### src/rtl/ils_pkg.sv
// ils_pkg: shared types and constants for the indexed list store
// holds field widths, operation and error codes, and the cell control struct
// no dependencies
package ils_pkg;

    // default sizes of the list
    localparam int DEPTH_DEF      = 64;
    localparam int WORD_WIDTH_DEF = 32;

    // stream field widths
    localparam int OP_W   = 3;
    localparam int IDX_W  = 7;
    localparam int VAL_W  = 32;
    localparam int FIDX_W = 6;
    localparam int CNT_W  = 7;
    localparam int ERR_W  = 2;

    localparam int IN_TDATA_W  = 48;
    localparam int OUT_TDATA_W = 48;

    // operation codes
    typedef enum logic [OP_W-1:0] {
        OP_GET    = 3'd0,
        OP_SET    = 3'd1,
        OP_INSERT = 3'd2,
        OP_REMOVE = 3'd3,
        OP_FIND   = 3'd4
    } t_op;

    // error codes
    typedef enum logic [ERR_W-1:0] {
        ERR_OK    = 2'd0,
        ERR_RANGE = 2'd1,
        ERR_FULL  = 2'd2
    } t_err;

    // per-cycle control broadcast to every cell
    typedef struct packed {
        logic exec;     // request in execution, refresh match flags
        logic set_en;   // overwrite the entry at the index
        logic ins_en;   // shift up from the index and place the word
        logic rem_en;   // shift down from the index
    } t_cell_ctl;

endpackage

### src/rtl/ils_cell.sv
// ils_cell: one list position, holds a data word and its match flag
// trades words with its left and right neighbors on insert and remove
// depends on ils_pkg
module ils_cell import ils_pkg::*; #(
    parameter int WORD_WIDTH = WORD_WIDTH_DEF,
    parameter int CMPW       = IDX_W,
    parameter int POS        = 0
) (
    input  logic                  i_clk,
    input  t_cell_ctl             i_ctl,
    input  logic [CMPW-1:0]       i_idx,
    input  logic [CMPW-1:0]       i_count,
    input  logic [WORD_WIDTH-1:0] i_value,
    input  logic [WORD_WIDTH-1:0] i_left,
    input  logic [WORD_WIDTH-1:0] i_right,
    output logic [WORD_WIDTH-1:0] o_entry,
    output logic                  o_hit,
    output logic [WORD_WIDTH-1:0] o_rd
);

    localparam logic [CMPW-1:0] MY_POS = CMPW'(POS);

    logic [WORD_WIDTH-1:0] r_entry;
    logic [WORD_WIDTH-1:0] n_entry;
    logic                  r_hit;
    logic                  at_idx;
    logic                  above_idx;
    logic                  in_list;

    // position relative to the request index and the fill level
    assign at_idx    = (MY_POS == i_idx);
    assign above_idx = (MY_POS > i_idx);
    assign in_list   = (MY_POS < i_count);

    // next word: write, take from the left on insert, from the right on remove
    always_comb begin
        n_entry = r_entry;
        if ((i_ctl.set_en || i_ctl.ins_en) && at_idx) begin
            n_entry = i_value;
        end else if (i_ctl.ins_en && above_idx) begin
            n_entry = i_left;
        end else if (i_ctl.rem_en && (at_idx || above_idx)) begin
            n_entry = i_right;
        end
    end

    // entry storage and key match against the contents before the update
    always_ff @(posedge i_clk) begin
        r_entry <= n_entry;
        if (i_ctl.exec) begin
            r_hit <= in_list && (r_entry == i_value);
        end
    end

    assign o_entry = r_entry;
    assign o_hit   = r_hit;
    assign o_rd    = at_idx ? r_entry : '0;

endmodule

### config.mk
export PLATFORM = sky130hd
export DESIGN_NAME = ils_cell
export DESIGN_NICKNAME = d
export VERILOG_FILES = /design/src/rtl/ils_pkg.sv /design/src/rtl/ils_cell.sv
export SDC_FILE = /design/constraint.sdc
export NUM_CORES = 1
export LEC_CHECK = 0
export BUFFER_PORTS_ARGS = -buffer_cell sky130_fd_sc_hd__buf_2
export CORE_MARGIN = 10
export CORE_UTILIZATION = 35
export CTS_CLUSTER_SIZE = 14
export DETAILED_ROUTE_END_ITERATION = 10
export PLACE_DENSITY = 0.73
export SLEW_MARGIN = 15
export SYNTH_ARGS = -nofsm -noshare
export SYNTH_HDL_FRONTEND = slang
export SYNTH_SLANG_ARGS = --single-unit
### constraint.sdc
create_clock -name i_clk -period 2.9 [get_ports i_clk]
set_clock_uncertainty 0.05 [all_clocks]
set_input_delay 0.58 -clock i_clk [delete_from_list [all_inputs] [get_ports i_clk]]
set_output_delay 0.58 -clock i_clk [all_outputs]
set_load 0.03 [all_outputs]
Word level (Yosys, flattened, before mapping)
Index checks and enable logic that the tools add are counted.
Widths: inputs -> output; s select.
- flip-flop bits (word level): 33
- logic and storage cells: 17
- order comparisons: 2
- eq/ne operators: 1
- muxes and demuxes: 4
- reductions and logical operators: 8
- operator list (cell ; count):
    $mux 32 ; 4
    $eq 32x32->1 ; 1
    $gt 1x7->1 const A ; 1
    $logic_not 7->1 ; 1
    $lt 1x7->1 const A ; 1
    $logic_and 1x1->1 ; 4
    $reduce_bool 3->1 ; 1
    $logic_or 1x1->1 ; 2

Logic depth before layout (Yosys ltp)
- word-level depth: 6
- depth in mapped cells: 5
- mapped depth without buffers: 4

Least setup slack after synthesis
No wires, ideal clock.
- path type: input to register
- start: input port i_idx[3]
- end: register r_entry[0], in the netlist o_entry[0] (enable)
- setup time: 394 ps
- data arrival time: 2494 ps
- required time: 2456 ps
- setup slack: -38 ps
- stages on the path: 4
- path buffers: 1
- path through: or4_4 nor4_4 clkbuf_1 o31a_1
- cells in the longest elaborated chain, start to end: 4
- elaborated cells between the ends (all ways): 7
- those cells by class: 1 x order compare; 6 x reduce/logical
- RTL lines (what ; line ; RTL):
    start, declared ; ils_cell.sv:11 ; input logic [CMPW-1:0] i_idx,
    $gt 1x7->1 or $logic_not 7->1 (tied branches) ; ils_cell.sv:32, ils_cell.sv:31 ;
    $logic_or 1x1->1 ; ils_cell.sv:42 ; end else if (i_ctl.rem_en && (at_idx || above_idx)) begin
    $logic_and 1x1->1 ; ils_cell.sv:42 ;
    $reduce_bool 3->1 (no source line) * ; -- ;
    end signal, assigned ; ils_cell.sv:49 ; r_entry <= n_entry;
    end, declared ; ils_cell.sv:23 ; logic [WORD_WIDTH-1:0] r_entry;
Mark *: on every way between the ends. The rest lies on a longest branch, timed or not.
A chain may end at the register's enable or synchronous reset.

Final worst setup path
- start: input port i_idx[3]
- end: output port o_rd[16]
- cells in the longest elaborated chain, start to end: 2
- RTL lines (what ; line ; RTL):
    $logic_not 7->1 ; ils_cell.sv:31 ; assign at_idx = (MY_POS == i_idx);
    $mux 32 ; ils_cell.sv:57 ; assign o_rd = at_idx ? r_entry : '0;
    end, declared ; ils_cell.sv:18 ; output logic [WORD_WIDTH-1:0] o_rd
No other way between the ends.

==> summary.txt <==
Hold WC Path Type - input pin to flip-flop
Syn Inst Count - 152
Number of port buffers - 147
Setup_tns - 0 ns
Die X - 97.8 µm
Sequential element share of the synthesized area - 46.7%
Slowest stage delay, CP - 0.53 ns
H-tree level count - 2
Setup-failing EPs final - 0
1st-iter DRT viols - 41
Most numerous cell in the Yosys netlist - edfxtp_1
Pre-Repair DR Iteration Count - 4
DRC violations left - 0
Setup crit end kind - output pin
CTS tree - done
Starting density of the core - 36.0%
Worst slew pin tran - 0.432 ns
Standard-cell row count - 28
Final hold violation count - 0
Ranking of synthesized cells by area - edfxtp_1 47%, mux2_4 21%, xor2_1 12%
Total gr overflow - 0
Achievable Freq - 0.386 GHz
Wirelength per Cell - 16.6 µm
Mean Syn Cell Area - 14.0 µm²
Synth top area share - 46.7%
M1 wire length - 2550 µm
Max-slew violation count - 0
Number of vias per cell - 4.57
Wire length on met3 - 628 µm
Minimum clock period - 2.59 ns
# hold bufs at CTS - 0
Initial antenna violation count - 0
Postcts setup bufs - 0
Final ANT Viol Nets - 0
EDFF count, synth - 33
Synth Register Bits - 33
IO Count - 180
Max Cap Viol - 0
DP HPWL - 5410 µm
Diode count - 0
DR WL met2 - 3080 µm
Bufs and invs on worst path - 3
Final net count - 420
Number of global-route vias before repair - 1951
Most used cell, CP - buf_2
Async SR Flop Fraction - 0%
Most frequent cells after synthesis - 33 x edfxtp_1, 32 x and2_1, 30 x mux2_4
Crit-path max FO - 19
CP max-delay cell - or4_4
CTS root buf - clkbuf_8
Mapped Nets - 267
Clock-pin slew on the worst setup and hold paths - 0.07 ns
First-pass GRT wire length - 9960 µm
Routability congestion estimate - 0.728
Total CTS buffers - 5
Status - finished clean
Chip Height - 97.8 µm
Clock sinks - 33
Synth area leader - edfxtp_1
Pwr/cell area - 326 mW/mm²
CP cell instances - buf_2 -> or4_4 -> nor4_4 -> buf_4 -> and2_1 -> buf_2
Worst EP required - 2.27 ns
Delay-heaviest family, CP - simple AND/OR/NAND/NOR gates
Fraction of layout cells with a size suffix above 1 - 63.3%
Core Region - 0.00589 mm²
Synth unique cells - 17
Total Power - 990 µW
Detailed Route WL - 6300 µm
WP data arrival - 1.96 ns
DR top layer - met4
Ys Warns - 0
Crit Path Class - input pin to output pin
Post-CTS sizing - 0
Max IR drop VDD - 205 µV
CTS max path bufs - 2
Area growth syn-to-layout - 43.4%
DIE AREA - 0.00957 mm²
Period utilization - 89.4%
Total track usage - 12.7%
Ys flop type - edfxtp_1
Via count - 1735
Leak - 0.00153 µW
Mapped Area - 0.00212 mm²
Unrepaired setup endpoints after global routing - false
Pin count of the biggest net entering global routing - 33
Worst-skew pair later-pin latency - 0.28 ns
Critical path startpoint category - input pin
Relative slew margins - 71.0%
==> stage by stage <==
step	hold WS, ns	instance area, µm²	utilization [%]	setup slack, ns	std cells
global route	0.426	3040	51.7	0.221	380
floorplan	0.642	2120	-	0.321	152
CTS	0.430	3040	51.7	0.297	380
detailed placement	0.688	2960	50.4	0.293	373
finish	0.441	3040	51.7	0.308	380
global placement	0.678	2960	50.4	0.314	373
==> state kept, by name, summed over array words and instances (netlist names) <==
name     cells
o_entry     32
o_hit        1
==> worst reg2reg max path, cell delays in order (launching register included) <==
cell	delay, ns
edfxtp_1	0.43
xor2_1	0.16
nor4_1	0.42
nand4_1	0.17
a2111oi_0	0.35
==> layer usage <==
metal | vias up | track usage (%)
met4 | 0 | 3.02
met5 | - | 0
li1 | 853 | -
met3 | 5 | 6.34
met1 | 789 | 13.9
met2 | 88 | 21.6
==> logic make-up (layout without fill, tap and decap cells) <==
logic type             count (synthesis)  count (layout)  share of synthesized area [%]
AND/OR/NAND/NOR                       46              46                           14.4
flip-flops                            33              33                           46.7
XOR/XNOR                              32              32                           13.2
multiplexers                          32              32                           22.3
buffers and inverters                  6             159                           2.12
AO/OA/AOI/OAI                          3               3                           1.24
==> power by group <==
group / internal, µW / switching [µW]
clock network: 162 / 155
registers: 528 / 2.24
logic: 86.8 / 56.2
==> final timing paths <==
kind / startpoint / end / slack, ns / depth (start not counted)
worst max register to register: o_entry[21] / o_hit / 1.12 / 4
worst min-delay path: i_ctl[3] / o_hit / 0.44 / 1
worst max-delay path: i_idx[3] / o_rd[16] / 0.31 / 6
worst min register to register: o_entry[5] / o_hit / 0.68 / 3
==> cells in the final DEF, fill, tap and decap left out <==
cell	n
or4_4	1
clkbuf_8	5
nand3_1	1
xor2_1	28
mux2_2	2
nor3_1	1
edfxtp_1	33
nand4_1	2
nor4_4	1
clkbuf_1	1
clkinv_1	1
nor4_1	8
buf_4	4
xnor2_1	4
a2111oi_0	1
buf_2	147
buf_12	1
mux2_4	30
o21ai_4	1
o31a_2	1
and2_1	32
==> final cells by class <==
cell class | instances | area (µm²)
repair buffers | 152 | 786
well taps | 75 | 93.8
multi-input cells | 113 | 1090
clock inverters | 1 | 3.75
flip-flops and latches | 33 | 991
fillers | 568 | 2850
clock buffers | 6 | 72.6
Power figures use the tool's default switching activity.
