<file path="src/rtl/ils_pkg.sv">
// ils_pkg: shared types and constants for the indexed list store
// holds field widths, operation and error codes, and the cell control struct
// no dependencies
package ils_pkg;

    // default sizes of the list
    localparam int DEPTH_DEF      = 64;
    localparam int WORD_WIDTH_DEF = 32;

    // stream field widths
    localparam int OP_W   = 3;
    localparam int IDX_W  = 7;
    localparam int VAL_W  = 32;
    localparam int FIDX_W = 6;
    localparam int CNT_W  = 7;
    localparam int ERR_W  = 2;

    localparam int IN_TDATA_W  = 48;
    localparam int OUT_TDATA_W = 48;

    // operation codes
    typedef enum logic [OP_W-1:0] {
        OP_GET    = 3'd0,
        OP_SET    = 3'd1,
        OP_INSERT = 3'd2,
        OP_REMOVE = 3'd3,
        OP_FIND   = 3'd4
    } t_op;

    // error codes
    typedef enum logic [ERR_W-1:0] {
        ERR_OK    = 2'd0,
        ERR_RANGE = 2'd1,
        ERR_FULL  = 2'd2
    } t_err;

    // per-cycle control broadcast to every cell
    typedef struct packed {
        logic exec;     // request in execution, refresh match flags
        logic set_en;   // overwrite the entry at the index
        logic ins_en;   // shift up from the index and place the word
        logic rem_en;   // shift down from the index
    } t_cell_ctl;

endpackage

</file>
<file path="src/rtl/ils_find.sv">
// ils_find: lowest set position of the cell match vector
// isolates the lowest set bit with one add, then encodes the one-hot word
// depends on ils_pkg
module ils_find import ils_pkg::*; #(
    parameter int DEPTH = DEPTH_DEF
) (
    input  logic [DEPTH-1:0]         i_hit,
    output logic                     o_found,
    output logic [$clog2(DEPTH)-1:0] o_index
);

    localparam int IW = $clog2(DEPTH);

    logic [DEPTH-1:0] lowest;

    // two's complement trick keeps only the lowest set bit
    assign lowest  = i_hit & (~i_hit + DEPTH'(1));
    assign o_found = |i_hit;

    // one-hot to binary
    always_comb begin
        o_index = '0;
        for (int i = 0; i < DEPTH; i++) begin
            if (lowest[i]) begin
                o_index = o_index | IW'(i);
            end
        end
    end

endmodule

</file>
<file path="config.mk">
export PLATFORM = sky130hd
export DESIGN_NAME = ils_find
export DESIGN_NICKNAME = d
export VERILOG_FILES = /design/src/rtl/ils_pkg.sv /design/src/rtl/ils_find.sv
export SDC_FILE = /design/constraint.sdc
export NUM_CORES = 1
export LEC_CHECK = 0
export BUFFER_PORTS_ARGS = -buffer_cell sky130_fd_sc_hd__buf_2
export CAP_MARGIN = 25
export CORE_ASPECT_RATIO = 2
export CORE_MARGIN = 2
export CORE_UTILIZATION = 40
export DETAILED_ROUTE_END_ITERATION = 16
export PLACE_DENSITY_LB_ADDON = 0.3
export SETUP_SLACK_MARGIN = 0.4
export SYNTH_ARGS = -nofsm -noshare
export SYNTH_HDL_FRONTEND = slang
export SYNTH_SLANG_ARGS = --single-unit
</file>
<file path="constraint.sdc">
create_clock -name vclk -period 4.2
set_input_delay 0.63 -clock vclk [all_inputs]
set_output_delay 0.63 -clock vclk [all_outputs]
set_load 0.01 [all_outputs]
</file>
Word-level counts from Yosys, hierarchy flattened. Cells that the tools add are included.

Add/sub/neg operators: 1. Mux-type cells: 63. Bitwise logic cells: 2. Reduce and logical (&&, ||, !) cells: 1.

Operators with widths (number): 6-bit two-way mux (32); 5-bit two-way mux (16); 64-bit by 1-bit adder with 64-bit output, second input constant (1); 64-bit AND (1); 64-bit inverter (1); 64-bit OR reduction (1); 4-bit two-way mux (8); 3-bit two-way mux (4); 2-bit two-way mux (2); 1-bit two-way mux (1).

Bits in registers: 0. Input port bits: 64. Output and inout bits: 7. Logic and storage cells: 67.

Logic depth before layout (Yosys ltp). Gate-level depths: netlist of run 1.

Depth in word-level cells: 66. Gate-level depth with buffers: 9. Depth with buffers taken out: 7.

Worst setup path after synthesis of run 1. OpenSTA, ideal clock, no wires.

Path type: in2out. From: input port i_hit[11]. To: output port o_index[2]. Arrival time: 2924 ps. Path slack: 646 ps. Stages: 8. Buffers on the path: 1. Path through: or4_4 > or4b_1 > buf_2 > nor4_4 > nand2_2 > o32a_1 > and2_0 > nand4b_1.

Longest elaborated chain between the ends: 55.

RTL lines: from (decl) (RTL line ils_find.sv:7) `input logic [DEPTH-1:0] i_hit,`; 64-bit inverter (*) (RTL line ils_find.sv:17) `assign lowest = i_hit & (~i_hit + DEPTH'(1));`; 64-bit by 1-bit adder with 64-bit output (*) (RTL line ils_find.sv:17); 64-bit AND (*) (RTL line ils_find.sv:17); 4-bit two-way mux (4 in series) (RTL line ils_find.sv:24) `if (lowest[i]) begin`; 5-bit two-way mux (16 in series) (RTL line ils_find.sv:24); 6-bit two-way mux (31 in series) (RTL line ils_find.sv:24); 6-bit two-way mux (*) (RTL line ils_find.sv:24); to (decl) (RTL line ils_find.sv:9) `output logic [$clog2(DEPTH)-1:0] o_index`.

Mark *: on every way between the ends. The rest lies on a longest branch, timed or not.

Worst setup path after layout of run 1.
From: input port i_hit[10]. To: output port o_index[1].

Longest elaborated chain between the ends: 57.

RTL lines (RTL line): 64-bit inverter (ils_find.sv:17); 64-bit by 1-bit adder with 64-bit output (ils_find.sv:17); 64-bit AND (*) (ils_find.sv:17); 4-bit two-way mux (6 in series) (ils_find.sv:24); 5-bit two-way mux (16 in series) (ils_find.sv:24); 6-bit two-way mux (31 in series) (ils_find.sv:24); 6-bit two-way mux (*) (ils_find.sv:24).

Marked as above.

==> results.ini, run 1 <==
[outcome]
outcome = finished clean

[yosys]
yosysSeqAreaShare = 0
yosysUniqueCellTypes = 49
yosys.area_share.adder = 0
yosysTopAreaCellShare = 0.0971
yosysWarnings = 0
synth_area_leaders = nor2_1 (9.7%), nor3_1 (8.1%), nor4_1 (7.1%)
synth_compound_area_frac = 0.320
synth_area_sq_um = 1240
synth_common_cells = nor2_1 (32), nor3_1 (20), nand2_1 (14), nor4_1 (14), a21oi_1 (13)
synth_xor_xnor_area_share = 0
yosys.area.top_type = nor2_1
synth_nets = 270
synth_top_family_by_area = simple AND/OR/NAND/NOR gates
synth.most_common_cell = nor2_1
synthMuxAreaShare = 0
synthSimpleGateAreaFrac = 0.643
postSynthAreaPerCell_sq_um = 6.01
netlist_instances = 206

[sta]
fmax_mhz = 265
setup_viol = 0
setup_tns_ns = 0
maxSlewViolCount = 0
setup_slack_ns = 0.431
tightest_slew_ns = 0.827
rsz0062_at_grt = yes
final_hold_viol_count = 0
slew_headroom = 0.444
fin_crit_sh = 0.897
min_period_ns = 3.77

[routing]
drc = 0
vias_per_cell = 6.59
post_drt_wl_per_cell_um = 17.2
firstDrtPassIters = 4
drtIter0Drc = 83
via_count = 2056
postRouteAntennaNets = 0
wl_um = 5370

[floorplanning]
row_count = 28
core_sq_um = 2940
start_util = 0.420
num_io_pins = 71
die_h_um = 82.7
design.die.area_sq_um = 3580
fp.dieW_um = 43.3

[pwr]
power_mw = 0.0937
combPwrFrac = 1.000
p_int_mw = 0.0405
power_frac_seq = 0
ir_worst_vdd_v = 0.0000395
switching_power_mw = 0.0532
powerDensity_nw_per_um2 = 53.0
power.leakage_nw = 0.749
switching_share = 0.567
pwr-share-clk = 0

[critical_path]
worstPathRequired_ns = 3.57
worstSetupStartpointType = input port
path_class = in -> out
endpoint_kind = output pin
crit_fanout = 8
worstPathArrival_ns = 3.14

[grt]
grt_usage = 0.294
grt_max_degree = 13
grt_pass1_vias = 1910
grt_pass1_wl_um = 8230
antenna_found_initial = 0
overflow = 0

[placement]
dp_cells = 311
port_buffers = 71
placed_cell_area_sq_um = 1670
dp_hpwl_um = 4590
pre_cts_slack_ns = 0.277
place.gp.congestion = 0.918

[worst_hold_path]
hold_path_depth = 4
min_to = o_found
min_path_type = in -> out
hold_start = i_hit[63]

[finish]
n_clock_buffer = 0
nFillCells = 305
stdcell_count = 312
drive_gt1_frac = 0.340
layout.nets = 348
postLayoutCellArea_sq_um = 1770
n_sequential_cell = 0
seqCellArea_sq_um = 0
diodes = 0
area_growth_pct = 42.9

[flow_run]
cap_viol_max_count = 0

## placed cells by master (no fill, tap or decap), types with 2 or more instances in the layout
| master | synthesis | final |
|---|---|---|
| o41ai_4 | 0 | 2 |
| o311a_1 | 2 | 2 |
| nor4b_1 | 3 | 2 |
| inv_1 | 7 | 7 |
| a211oi_1 | 3 | 3 |
| a32o_1 | 2 | 2 |
| o2111a_1 | 2 | 2 |
| nand2_1 | 14 | 14 |
| and2_1 | 4 | 3 |
| a21oi_1 | 13 | 13 |
| a32oi_1 | 2 | 2 |
| and2_4 | 0 | 2 |
| nor2b_1 | 4 | 4 |
| o21bai_1 | 2 | 2 |
| nor2_1 | 32 | 32 |
| buf_2 | 1 | 70 |
| buf_6 | 0 | 3 |
| o32ai_1 | 2 | 2 |
| nand3_1 | 9 | 8 |
| nand4_1 | 11 | 11 |
| o21a_1 | 2 | 2 |
| o21ai_0 | 7 | 5 |
| o21ai_1 | 0 | 2 |
| nor4_1 | 14 | 13 |
| nor3b_1 | 5 | 5 |
| buf_4 | 1 | 7 |
| a31oi_1 | 4 | 4 |
| nor3_1 | 20 | 20 |
| or3_1 | 7 | 7 |
| nand4b_1 | 7 | 7 |
## worst max-delay path: stages
cell and delay [ns]:
buf_6 0.09, or4_4 0.54, or4b_4 0.59, buf_6 0.16
or2_4 0.28, or3_1 0.38, o2111ai_2 0.11, nor3_1 0.09
nand4b_1 0.12, buf_2 0.14
## stage by stage
stage,hold WS [ns],util
2_1_floorplan,1.40,-
3_3_place_gp,1.57,0.568
3_5_place_dp,1.58,0.568
4_1_cts,1.58,0.580
5_1_grt,1.61,0.601
6_report,1.58,0.601
## power groups by stage
stage	clock network [mW]	registers (mW)	logic (mW)
floorplan	0	0	0.0313
global placement	0	0	0.0893
detailed placement	0	0	0.0895
CTS	0	0	0.0906
global route	0	0	0.104
finish	0	0	0.0937
## layout make-up
type                       count  area (sq um)  share of cell area
tap                           30          37.5              0.0212
inverter                       7          26.3              0.0149
timing repair buffer          80           437               0.247
multi-input combinational    195          1270               0.717
## cells by family (layout without fill, tap and decap cells)
kind of cell | Yosys count | after routing
compound gates | 54 | 54
simple gates | 141 | 141
buf+inv | 11 | 87
## what timing repair did
| item | in CTS | in global routing |
|---|---|---|
| gates resized for setup | 7 | 13 |
| endpoints found under the setup margin | 6 | 6 |
| buffers inserted | 0 | 1 |
| pin swaps | 1 | 7 |
| hold buffers | 0 | 0 |
## worst max-delay path by stage
stage	startpoint	endpoint	depth (start not counted)
floorplan	i_hit[11]	o_index[2]	8
global placement	i_hit[11]	o_index[1]	10
detailed placement	i_hit[11]	o_index[1]	10
CTS	i_hit[11]	o_index[1]	10
global route	i_hit[10]	o_index[4]	10
finish	i_hit[10]	o_index[1]	10
## routing by layer
| layer | GRT usage | part of all wire | vias up | wire [um] |
|---|---|---|---|---|
| li1 | - | - | 997 | - |
| met1 | 0.290 | 0.33 | 942 | 1790 |
| met2 | 0.596 | 0.57 | 91 | 3060 |
| met3 | 0.0109 | 0.043 | 26 | 229 |
| met4 | 0.139 | 0.055 | 0 | 295 |
| met5 | 0 | 0 | - | 0 |
Power figures use the tool's default switching activity.
==> run 2, diff against run 1 <==
--- a/config.mk
+++ b/config.mk
@@ -8,7 +8,6 @@
 export BUFFER_PORTS_ARGS = -buffer_cell sky130_fd_sc_hd__buf_2
 export CAP_MARGIN = 25
 export CORE_ASPECT_RATIO = 2
-export CORE_MARGIN = 2
 export CORE_UTILIZATION = 40
 export DETAILED_ROUTE_END_ITERATION = 16
 export PLACE_DENSITY_LB_ADDON = 0.3
==> constraint.sdc (replaced) <==
create_clock -name vclk -period 3.3
set_input_delay 0.495 -clock vclk [all_inputs]
set_output_delay 0.495 -clock vclk [all_outputs]
set_load 0.01 [all_outputs]
==> run 2 against run 1 <==
Effect of this change: the run now ends with negative setup slack left; via count increased by 5.0%; worst setup slack got worse by 0.47 ns; first-iteration DRC count increased by 35%; critical path depth unchanged; hold slack got worse by 0.27 ns; largest power group unchanged; total power increased by 38%; utilization increased by 7.0 points; clock-buffer cell count unchanged; routed wire length increased by 2.0%; die area decreased by 6.9%; combinational power increased by 39%.
==> results.ini, run 2 (synthesized netlist as in run 1, its figures left out) <==
[critical_path]
endpoint_kind = output pin  ; unchanged
crit_fanout = 11  ; was 8
path_class = in -> out  ; unchanged
worstPathRequired_ns = 2.80  ; was 3.57 ns
critPathLaunch = i_hit[8]  ; was i_hit[10]
worstSetupStartpointType = input port  ; unchanged
worstPathArrival_ns = 2.85  ; was 3.14 ns

[finish]
area_growth_pct = 59.6  ; was 42.9%
n_sequential_cell = 0  ; unchanged
layout.nets = 370  ; was 348
n_clock_buffer = 0  ; unchanged
drive_gt1_frac = 0.395  ; was 0.340
layout_commonest_cell = buf_2  ; unchanged
post-route-util = 0.671  ; was 0.601
seqCellArea_sq_um = 0  ; unchanged
diodes = 0  ; unchanged
layout_common_cells = buf_2 (69), nor2_1 (32), buf_4 (27)  ; was buf_2 (70), nor2_1 (32), nor3_1 (20)
nFillCells = 285  ; was 305

[routing]
drtIter0Drc = 112  ; was 83
drc = 0  ; unchanged
via_count = 2159  ; was 2,056
postRouteAntennaNets = 0  ; unchanged
post_drt_wl_per_cell_um = 16.4  ; was 17.2 um
vias_per_cell = 6.46  ; was 6.59
firstDrtPassIters = 4  ; unchanged
wl_um = 5470  ; was 5370 um

[pwr]
power.leakage_nw = 0.888  ; was 0.749 nW
switching_power_mw = 0.0704  ; was 0.0532 mW
powerDensity_nw_per_um2 = 65.7  ; was 53.0 nW/um^2
switching_share = 0.543  ; was 0.567
combPwrFrac = 1.000  ; about the same
ir_worst_vdd_v = 0.0000543  ; was 0.0000395 V
p_int_mw = 0.0592  ; was 0.0405 mW
pwr-share-clk = 0  ; about the same
power_frac_seq = 0  ; about the same

[worst_hold_path]
min_path_type = in -> out  ; unchanged
hold_path_depth = 4  ; unchanged
hold_start = i_hit[63]  ; unchanged

[sta]
fin_crit_sh = 1.01
min_period_ns = 3.34
setup_slack_ns = -0.0404  ; was 0.431 ns
slew_headroom = 0.572  ; was 0.444
tightest_slew_ns = 0.635  ; was 0.827 ns
setup_viol = 6  ; was 0
final_hold_viol_count = 0  ; unchanged
fmax_mhz = 299
setup_tns_ns = -0.188  ; was 0 ns
maxSlewViolCount = 0  ; unchanged
rsz0062_at_grt = yes  ; unchanged

[placement]
place.gp.congestion = 1.01  ; was 0.918
port_buffers = 71  ; unchanged
dp_hpwl_um = 4580  ; was 4590 um

[grt]
grt_usage = 0.354  ; was 0.294
overflow = 0  ; unchanged
grt_pass1_wl_um = 8540  ; was 8230 um
grt_max_degree = 12  ; was 13
antenna_found_initial = 0  ; unchanged
grt_pass1_vias = 2034  ; was 1,910

[floorplanning]
row_count = 28  ; unchanged
num_io_pins = 71  ; unchanged
start_util = 0.420  ; unchanged
die_h_um = 80.7  ; was 82.7 um
core_sq_um = 2940  ; unchanged
design.die.area_sq_um = 3330  ; was 3580 sq um
fp.dieW_um = 41.3  ; was 43.3 um

[flow_run]
cap_viol_max_count = 0  ; unchanged

[outcome]
outcome = finished, violations left  ; was finished clean
violations = negative setup slack

[clocking]
hold_buffers = 0  ; unchanged

==> run 2: changes by cell type in the layout (fill, tap and decap cells not counted), sizes merged <==
cell	delta
buf	+22
==> run 2: stage by stage <==
stage                     worst slack (ns)  instance area, sq um  power [mW]  std cells  hold WS [ns]
after global routing                -0.145                  1970       0.142        334          1.35
after detailed placement            -0.268                  1870       0.123        333          1.31
after floorplan                      0.134                  1290      0.0406        206          1.13
after CTS                          -0.0312                  1930       0.125        334          1.31
after global placement              -0.215                  1870       0.121        333          1.31
final                              -0.0404                  1970       0.130        334          1.31
==> run 2: layout make-up <==
type	instances	area [sq um]	share of cell area
inverter	7	26.3	0.0133
multi-input combinational	195	1290	0.656
tap	30	37.5	0.0190
timing repair buffer	102	616	0.312
==> run 2: metal layers <==
| layer | wire length [um] | global-route usage | part of all wire | vias to the layer above |
|---|---|---|---|---|
| li1 | - | - | - | 1044 |
| met5 | 0 | 0 | 0 | - |
| met1 | 1820 | 0.333 | 0.33 | 986 |
| met2 | 3100 | 0.652 | 0.57 | 101 |
| met3 | 262 | 0.0525 | 0.048 | 28 |
| met4 | 296 | 0.181 | 0.054 | 0 |
==> run 2: worst max-delay path, stage by stage <==
cell and delay (ns):
buf_6 0.09, or4_4 0.53, or4b_4 0.55, nor4_4 0.21, buf_6 0.19, and2_1 0.22
a32oi_1 0.13, o2111a_1 0.20, nand4b_1 0.10, buf_2 0.13
==> run 2: worst paths after layout <==
check / end / slack (ns)
worst max-delay path: o_index[2] / -0.04
worst min-delay path: o_found / 1.31
==> run 2: power by group through the flow <==
| stage | clock network, mW | logic, mW | registers [mW] |
|---|---|---|---|
| 6_report | 0 | 0.130 | 0 |
| 5_1_grt | 0 | 0.142 | 0 |
| 4_1_cts | 0 | 0.125 | 0 |
| 3_5_place_dp | 0 | 0.123 | 0 |
| 3_3_place_gp | 0 | 0.121 | 0 |
| 2_1_floorplan | 0 | 0.0406 | 0 |
==> run 2: timing repair <==
item,4_1_cts,5_1_grt
setup endpoints to repair,7,7
resized for setup,13,8
hold endpoints to repair,0,0
pin swaps,3,2
setup buffers,1,0
==> run 3, diff against run 2 <==
==> constraint.sdc (replaced) <==
create_clock -name vclk -period 4
set_input_delay 0.6 -clock vclk [all_inputs]
set_output_delay 0.6 -clock vclk [all_outputs]
set_load 0.01 [all_outputs]
==> run 3 against run 2 <==
Effect of this change: the run now ends clean; final cell count decreased by 3.9%; critical path depth decreased by 1; clock-buffer cell count unchanged; design area decreased by 4.8%; die area unchanged; global-route usage decreased by 3.8 points; non-clock buffer count decreased by 13; first-iteration DRC count decreased by 16%; total power decreased by 23%; utilization decreased by 3.2 points.
==> results.ini, run 3 (synthesized netlist as in run 1, its figures left out) <==
[outcome]
outcome = finished clean  ; was finished, violations left

[grt]
grt_pass1_vias = 1928  ; was 2,034
overflow = 0  ; unchanged
grt_usage = 0.316  ; was 0.354
grt_max_degree = 14  ; was 12
grt_pass1_wl_um = 7570  ; was 8540 um
antenna_found_initial = 0  ; unchanged

[sta]
setup_tns_ns = 0  ; was -0.188 ns
rsz0062_at_grt = yes  ; unchanged
tightest_slew_ns = 0.618  ; was 0.635 ns
setup_slack_ns = 0.399  ; was -0.0404 ns
min_period_ns = 3.60
fmax_mhz = 278
setup_viol = 0  ; was 6
fin_crit_sh = 0.900
slew_headroom = 0.582  ; was 0.572
final_hold_viol_count = 0  ; unchanged
maxSlewViolCount = 0  ; unchanged

[critical_path]
slowest_delay_ns = 0.54  ; was 0.55 ns
path_cells = buf_6 > or4_4 > or4b_4 > nor4_4 > nand2_2 > o32a_1 > o2111a_1 > nand4_1 > buf_2  ; was buf_6 > or4_4 > or4b_4 > nor4_4 > buf_6 > and2_1 > a32oi_1 > o2111a_1 > nand4b_1 > buf_2
worstPathArrival_ns = 3.00  ; was 2.85 ns
path_class = in -> out  ; unchanged
worstSetupStartpointType = input port  ; unchanged
cp_slowest_cell = or4_4  ; was or4b_4
crit_fanout = 4  ; was 11
worstPathRequired_ns = 3.40  ; was 2.80 ns
endpoint_kind = output pin  ; unchanged

[pwr]
powerDensity_nw_per_um2 = 53.0  ; was 65.7 nW/um^2
ir_worst_vdd_v = 0.0000462  ; was 0.0000543 V
p_int_mw = 0.0431  ; was 0.0592 mW
power_frac_seq = 0  ; about the same
switching_share = 0.567  ; was 0.543
switching_power_mw = 0.0565  ; was 0.0704 mW
combPwrFrac = 1.000  ; about the same
pwr-share-clk = 0  ; about the same
power.leakage_nw = 0.807  ; was 0.888 nW

[finish]
layout_common_cells = buf_2 (70), nor2_1 (32), nor3_1 (19)  ; was buf_2 (69), nor2_1 (32), buf_4 (27)
seqCellArea_sq_um = 0  ; unchanged
nFillCells = 300  ; was 285
n_clock_buffer = 0  ; unchanged
postLayoutCellArea_sq_um = 1880  ; was 1970 sq um
n_sequential_cell = 0  ; unchanged
diodes = 0  ; unchanged
layout_commonest_cell = buf_2  ; unchanged
area_growth_pct = 51.9  ; was 59.6%
drive_gt1_frac = 0.371  ; was 0.395
layout.nets = 357  ; was 370

[routing]
drc = 0  ; unchanged
vias_per_cell = 6.50  ; was 6.46
drtIter0Drc = 94  ; was 112
wl_um = 5290  ; was 5470 um
firstDrtPassIters = 4  ; unchanged
postRouteAntennaNets = 0  ; unchanged
via_count = 2087  ; was 2,159
post_drt_wl_per_cell_um = 16.5  ; was 16.4 um

[placement]
place.gp.congestion = 0.932  ; was 1.01
dp_hpwl_um = 4340  ; was 4580 um
pre_cts_slack_ns = 0.144  ; was -0.268 ns
port_buffers = 71  ; unchanged
placed_cell_area_sq_um = 1690  ; was 1870 sq um

[floorplanning]
core_sq_um = 2940  ; unchanged
row_count = 28  ; unchanged
fp.dieW_um = 41.3  ; unchanged
die_h_um = 80.7  ; unchanged
num_io_pins = 71  ; unchanged
design.die.area_sq_um = 3330  ; unchanged
start_util = 0.420  ; unchanged

[clocking]
hold_buffers = 0  ; unchanged

[worst_hold_path]
min_path_type = in -> out  ; unchanged

[flow_run]
cap_viol_max_count = 0  ; unchanged

==> run 3: path summary, 6_finish.rpt <==
path                  depth (start not counted)  startpoint          to
worst max-delay path                          9   i_hit[11]  o_index[5]
worst min-delay path                          4   i_hit[63]     o_found
==> run 3: power by group through the flow <==
| stage | Clock [mW] | Combinational [mW] | Sequential (mW) |
|---|---|---|---|
| global placement | 0 | 0.0931 | 0 |
| detailed placement | 0 | 0.0939 | 0 |
| global route | 0 | 0.109 | 0 |
| floorplan | 0 | 0.0329 | 0 |
| finish | 0 | 0.0997 | 0 |
| CTS | 0 | 0.0966 | 0 |
==> run 3: worst max-delay path, delay by kind of cell <==
family / cells / cell delay, ns
AO/OA/AOI/OAI: 2 / 0.56
AND/OR/NAND/NOR: 5 / 1.61
buffers and inverters: 2 / 0.22
==> run 3: timing repair <==
action                                  CTS  global route
cloned                                    0             0
resized for setup                        21             5
endpoints found under the setup margin    6             6
setup buffers                             3             4
pin swaps                                12             9
==> run 3: layer usage <==
| layer | GRT usage | part of all wire | vias up |
|---|---|---|---|
| li1 | - | - | 1012 |
| met1 | 0.267 | 0.34 | 962 |
| met2 | 0.641 | 0.57 | 89 |
| met3 | 0.00829 | 0.036 | 24 |
| met4 | 0.145 | 0.051 | 0 |
| met5 | 0 | 0 | - |
==> run 3: through the flow <==
| stage | power (mW) | std cells | hold WS [ns] | util |
|---|---|---|---|---|
| after global placement | 0.0931 | 314 | 1.51 | 0.575 |
| after detailed placement | 0.0939 | 314 | 1.52 | 0.575 |
| after floorplan | 0.0329 | 206 | 1.34 | - |
| final | 0.0997 | 321 | 1.52 | 0.639 |
| after global routing | 0.109 | 321 | 1.55 | 0.639 |
| after CTS | 0.0966 | 317 | 1.52 | 0.618 |
==> run 3: cell type report <==
type / instances / area, sq um / area share
Inverter: 7 / 26.3 / 0.0140
Multi-Input combinational cell: 195 / 1310 / 0.698
Tap cell: 30 / 37.5 / 0.0200
Timing Repair Buffer: 89 / 504 / 0.268
